[src/hw/rtl/pfa_pkg.sv]
// Shared types and constants for the per-CPU page free-list allocator.
`default_nettype none

package pfa_pkg;

	localparam int ADDR_W        = 32;
	localparam int PAGE_SHIFT    = 12;
	localparam int CPU_FIELD_W   = 3;
	localparam int CFG_IDX_W     = 2;
	localparam int NUM_CPUS_DEF  = 8;
	localparam int NUM_PAGES_DEF = 32768;

	localparam logic [ADDR_W-1:0] REGION_BASE_RST = 32'h8000_0000;
	localparam logic [ADDR_W-1:0] LOW_LIMIT_RST   = 32'h8002_0000;
	localparam logic [ADDR_W-1:0] HIGH_LIMIT_RST  = 32'h8800_0000;

	typedef enum logic [CFG_IDX_W-1:0] {
		CFG_REGION_BASE = 2'd0,
		CFG_LOW_LIMIT   = 2'd1,
		CFG_HIGH_LIMIT  = 2'd2
	} cfg_reg_t;

	typedef enum logic {
		OP_ALLOC = 1'b0,
		OP_FREE  = 1'b1
	} opcode_t;

	typedef enum logic {
		ALU_ADD = 1'b0,
		ALU_SUB = 1'b1
	} alu_op_t;

	typedef enum logic [3:0] {
		ST_IDLE,
		ST_CHK_LO,
		ST_CHK_HI,
		ST_CHK_BASE,
		ST_PUSH,
		ST_POP_TRY,
		ST_SCAN,
		ST_POP_WAIT,
		ST_FINISH
	} state_t;

	typedef struct packed {
		alu_op_t           op;
		logic [ADDR_W-1:0] a;
		logic [ADDR_W-1:0] b;
	} alu_req_t;

	typedef struct packed {
		logic [ADDR_W-1:0] sum;
		logic              carry;
	} alu_rsp_t;

endpackage

`default_nettype wire

[src/hw/rtl/pfa_alu.sv]
// Shared 32-bit add/subtract unit used for range checks and address forming.
`default_nettype none

module pfa_alu (
	input  wire pfa_pkg::alu_req_t req,
	output      pfa_pkg::alu_rsp_t rsp
);

	logic [pfa_pkg::ADDR_W:0] total;

	always_comb begin
		if (req.op == pfa_pkg::ALU_SUB) begin
			// carry out high means a >= b
			total = {1'b0, req.a} + {1'b0, ~req.b} + (pfa_pkg::ADDR_W + 1)'(1);
		end else begin
			total = {1'b0, req.a} + {1'b0, req.b};
		end
		rsp.sum   = total[pfa_pkg::ADDR_W-1:0];
		rsp.carry = total[pfa_pkg::ADDR_W];
	end

endmodule

`default_nettype wire

[config.mk]
export PLATFORM = sky130hd
export DESIGN_NAME = pfa_alu
export DESIGN_NICKNAME = d
export VERILOG_FILES = /design/src/hw/rtl/pfa_pkg.sv /design/src/hw/rtl/pfa_alu.sv
export SDC_FILE = /design/constraint.sdc
export NUM_CORES = 1
export LEC_CHECK = 0
export BUFFER_PORTS_ARGS = -buffer_cell sky130_fd_sc_hd__clkbuf_2
export CAP_MARGIN = 20
export CORE_ASPECT_RATIO = 1.4
export CORE_MARGIN = 2
export CORE_UTILIZATION = 51
export DETAILED_ROUTE_END_ITERATION = 10
export PLACE_DENSITY = 0.92
export SLEW_MARGIN = 20
export SYNTH_ARGS = -nofsm -noshare
export SYNTH_HDL_FRONTEND = slang
export SYNTH_SLANG_ARGS = --single-unit
[constraint.sdc]
create_clock -name vclk -period 4
set_input_delay 0.8 -clock vclk [all_inputs]
set_output_delay 0.8 -clock vclk [all_outputs]
set_load 0.02 [all_outputs]
==> flow_metrics.env, run 1 <==
export IMPL_run_status="aborted with a tool error"
export IMPL_lastStage="global routing"
export IMPL_error_line="[ERROR GRT-0232] Routing congestion too high. Check the congestion heatmap in the GUI."
export IMPL_synth_top_area_cell="ha_1"
export IMPL_grt_max_degree=28
export IMPL_die_height_um=103
export IMPL_synth_top_area_share_pct=22.2
export IMPL_grt_usage_pct=60.3
export IMPL_yosysWarnings=0
export IMPL_synthCells=559
export IMPL_seq_area_frac_synth_pct=0
export IMPL_syn_area_per_cell_um2=6.45
export IMPL_synth_cell_area_um2=3610
export IMPL_syn_num_nets=690
export IMPL_port_buffer_count=98
export IMPL_hold_buffers=0
export IMPL_grt_worst_setup_endpoint="rsp[0]"
export IMPL_initial_core_util_pct=52.3
export IMPL_place_congestion=1.03
export IMPL_worst_ep_kind="primary output"
export IMPL_pre_cts_slack_ns=-0.475
export IMPL_synth_distinct_cells=63
export IMPL_overflow=12
export IMPL_dpl_cell_count=805
export IMPL_netlist_top_cells_area="ha_1 22%, a21oi_1 9.2%, inv_1 6.8%"
export IMPL_placed_cell_area_um2=4750
export IMPL_dp_final_hpwl_um=10100
export IMPL_pin_count=98
export IMPL_std_cell_rows=36
export IMPL_dieWidth_um=75.1
==> layer usage <==
layer	global-route usage, %	overflow
met4	62.0	6
met2	80.1	6
met1	59.1	0
met5	16.7	0
met3	39.1	0
==> metrics by stage <==
stage | util [%] | TNS [ns]
after floorplan | - | -0.0183
after global placement | 68.9 | -4.26
after detailed placement | 68.9 | -4.55
after CTS | 74.9 | -1.18
==> logic make-up after synthesis <==
kind of cell	share of synthesized area, %
buffers and inverters	9.65
AOI/OAI and AO/OA	37.6
xor gates and xnor gates	7.29
muxes	0.555
and+or+nand+nor	21.5
adders and majority gates	23.3
==> cells in the mapped netlist (all sizes together), types with 5 or more instances <==
cell type  number
xor2            7
inv            65
xnor2          23
a21o           10
nand2          29
o22ai           6
clkbuf         21
a2111oi         6
or3             6
ha             64
a31oi           9
o21bai         14
a211oi         11
nand3          12
nor2b           9
a211o           5
nor3           12
nor4            7
o31ai           6
a21oi          66
nor2           58
o21ai          39
nand2b         11
nand4           7
==> timing repair <==
| action | 4_1_cts |
|---|---|
| resized for setup | 80 |
| setup endpoints to repair | 18 |
| buffers inserted | 8 |
| pin swaps | 30 |
==> run 2, diff against run 1 <==
Settings changed: CORE_ASPECT_RATIO 1.4 to unset, CORE_UTILIZATION 51 to 40, PLACE_DENSITY 0.92 to unset, PLACE_DENSITY_LB_ADDON set to 0.15.
Clock period 4 ns to 5.2 ns, I/O delays scaled along.
==> flow_metrics.env, run 2 <==
export IMPL_met3_length_um=773
export IMPL_arrival_ns=3.96
export IMPL_overflow=0
export IMPL_synthTopCellsByCount="66 x a21oi_1, 65 x inv_1, 64 x ha_1, 58 x nor2_1, 38 x o21ai_0"
export IMPL_setup_viol=0
export IMPL_drc=0
export IMPL_run_status="finished, final reports clean"
export IMPL_wl_per_cell_um=15.1
export IMPL_fmax_mhz=200
export IMPL_seq_cell_count=0
export IMPL_hold_end="rsp[1]"
export IMPL_slowest_stage="fa_1"
export IMPL_wl_met2_um=4950
export IMPL_layout_common_cells="98 x clkbuf_2, 66 x a21oi_1, 65 x inv_1"
export IMPL_via_per_inst=5.81
export IMPL_wl_met1_um=5610
export IMPL_dieArea_um2=9790
export IMPL_required_ns=4.16
export IMPL_core_area_um2=8720
export IMPL_cts_setup_buffers=0
export IMPL_grt_pass1_wl_um=18800
export IMPL_irDropWorstVdd_mv=0.0618
export IMPL_area_sequential_um2=0
export IMPL_final_cell_area_um2=4220
export IMPL_std_cell_rows=34
export IMPL_fin_crit_sh_pct=96.1
export IMPL_grt_pass1_vias=4048
export IMPL_max_cap_violations=0
export IMPL_cp_end_kind="output port"
export IMPL_syn2layout_area_growth_pct=17.0
export IMPL_holdCritStartpoint="req[0]"
export IMPL_rsz0062_at_grt="no"
export IMPL_placed_cell_area_um2=4210
export IMPL_ant_nets=0
export IMPL_port_buffer_count=98
export IMPL_synth_top_area_share_pct=22.2
export IMPL_min_path_cells=4
export IMPL_grt_max_degree=19
export IMPL_drt_wl_total_um=11400
export IMPL_syn_area_per_cell_um2=6.45
export IMPL_initial_core_util_pct=41.3
export IMPL_grt_usage_pct=22.0
export IMPL_syn_num_nets=690
export IMPL_cellPowerDensity_nw_per_um2=143
export IMPL_pin_count=98
export IMPL_yosysMostFrequentCell="a21oi_1"
export IMPL_critical_path_max_fanout=6
export IMPL_finalSetupTns_ns=0
export IMPL_finalNetCount=776
export IMPL_synth_distinct_cells=63
export IMPL_yosysWarnings=0
export IMPL_num_vias=4362
export IMPL_start_kind="input port"
export IMPL_maxUsedRoutingLayer="met4"
export IMPL_utilization_pct=48.4
export IMPL_drt_initial_drc_count=260
export IMPL_place_congestion=0.975
export IMPL_drive_gt1_share_pct=19.1
export IMPL_critical_path_class="input port to output port"
export IMPL_hold_class="input port to output port"
export IMPL_dp_final_hpwl_um=9440
export IMPL_max_slew_margin_pct=62.8
export IMPL_report_final_slew_viol_count=0
export IMPL_synth_cell_area_um2=3610
export IMPL_dieWidth_um=98.9
export IMPL_holdWs_ns=2.47
export IMPL_synth_top_area_cell="ha_1"
export IMPL_crit_path_max_incr_delay_ns=0.40
export IMPL_leakage_nw=2.08
export IMPL_report_final_hold_viol_count=0
export IMPL_synthCells=559
export IMPL_dr_pass1_iters=5
export IMPL_tightest_slew_ns=0.544
export IMPL_die_height_um=98.9
export IMPL_seq_area_frac_synth_pct=0
export IMPL_final_common_cell="clkbuf_2"
export IMPL_netlist_top_cells_area="ha_1 22%, a21oi_1 9.2%, inv_1 6.8%"
export IMPL_fin_total_pwr_mw=0.602
export IMPL_n_antenna_cell=0
export IMPL_path_cells="clkbuf_2 -> inv_1 -> ha_1 -> fa_1 -> nor2b_1 -> o211ai_1 -> a31o_2 -> a211oi_1 -> o21ai_0 -> o21ai_0 -> a2111oi_0 -> a21oi_1 -> clkbuf_2"
export IMPL_period_minus_slack_ns=5.00
export IMPL_antenna_found_initial=0
export IMPL_nClkBuffers=0
-- run 2: cell counts after synthesis --
No cell type changed its count.
-- run 2: timing repair --
item                                   CTS  global route
setup endpoints to repair                0             2
hold buffers                             0             0
gates resized for setup                  0             2
endpoints found under the hold margin    0             0
-- run 2: critical path, delay by kind of cell --
family	cells	cell delay (ns)
adders and majority gates	2	0.60
buffers and inverters	3	0.31
AOI/OAI and AO/OA	7	1.80
and+or+nand+nor	1	0.20
-- run 2: area by class of cell --
| class | instances | area [um2] |
|---|---|---|
| Fill cell | 925 | 4500 |
| Inverter | 66 | 248 |
| Multi-Input combinational cell | 468 | 3260 |
| Tap cell | 108 | 135 |
| Timing Repair Buffer | 109 | 573 |
-- run 2: metrics by stage --
stage               std cells  setup slack [ns]
floorplan                 559             0.538
global placement          751             0.223
detailed placement        751             0.252
CTS                       751             0.223
global route              751           0.00446
finish                    751             0.205
-- run 2: worst max-delay path by stage --
stage / cells past startpoint / start / slack [ns] / end
after floorplan: 10 / req[7] / 0.54 / rsp[26]
after global placement: 13 / req[6] / 0.22 / rsp[28]
after detailed placement: 13 / req[4] / 0.25 / rsp[0]
after CTS: 13 / req[4] / 0.22 / rsp[0]
after global routing: 13 / req[3] / 0.004 / rsp[28]
final: 13 / req[32] / 0.21 / rsp[0]
-- run 2: cell families after synthesis --
family	share of synthesized area (%)
xor+xnor	7.29
mux	0.555
buf+inv	9.65
simple gates	21.5
fa+ha+maj	23.3
compound gates	37.6
-- run 2: metal layers --
metal  global-route usage [%]  vias to the layer above
met3                    0.709                        4
met5                        0                        -
met1                     34.0                     1982
met4                    0.738                        0
li1                         -                     2174
met2                     35.8                      202
-- run 2: power breakdown --
group / switching [mW] / internal (mW) / leakage, nW
clock network: 0 / 0 / 0
registers: 0 / 0 / 0
logic: 0.376 / 0.227 / 2.08
total: 0.376 / 0.227 / 2.08
Power figures use the tool's default switching activity.
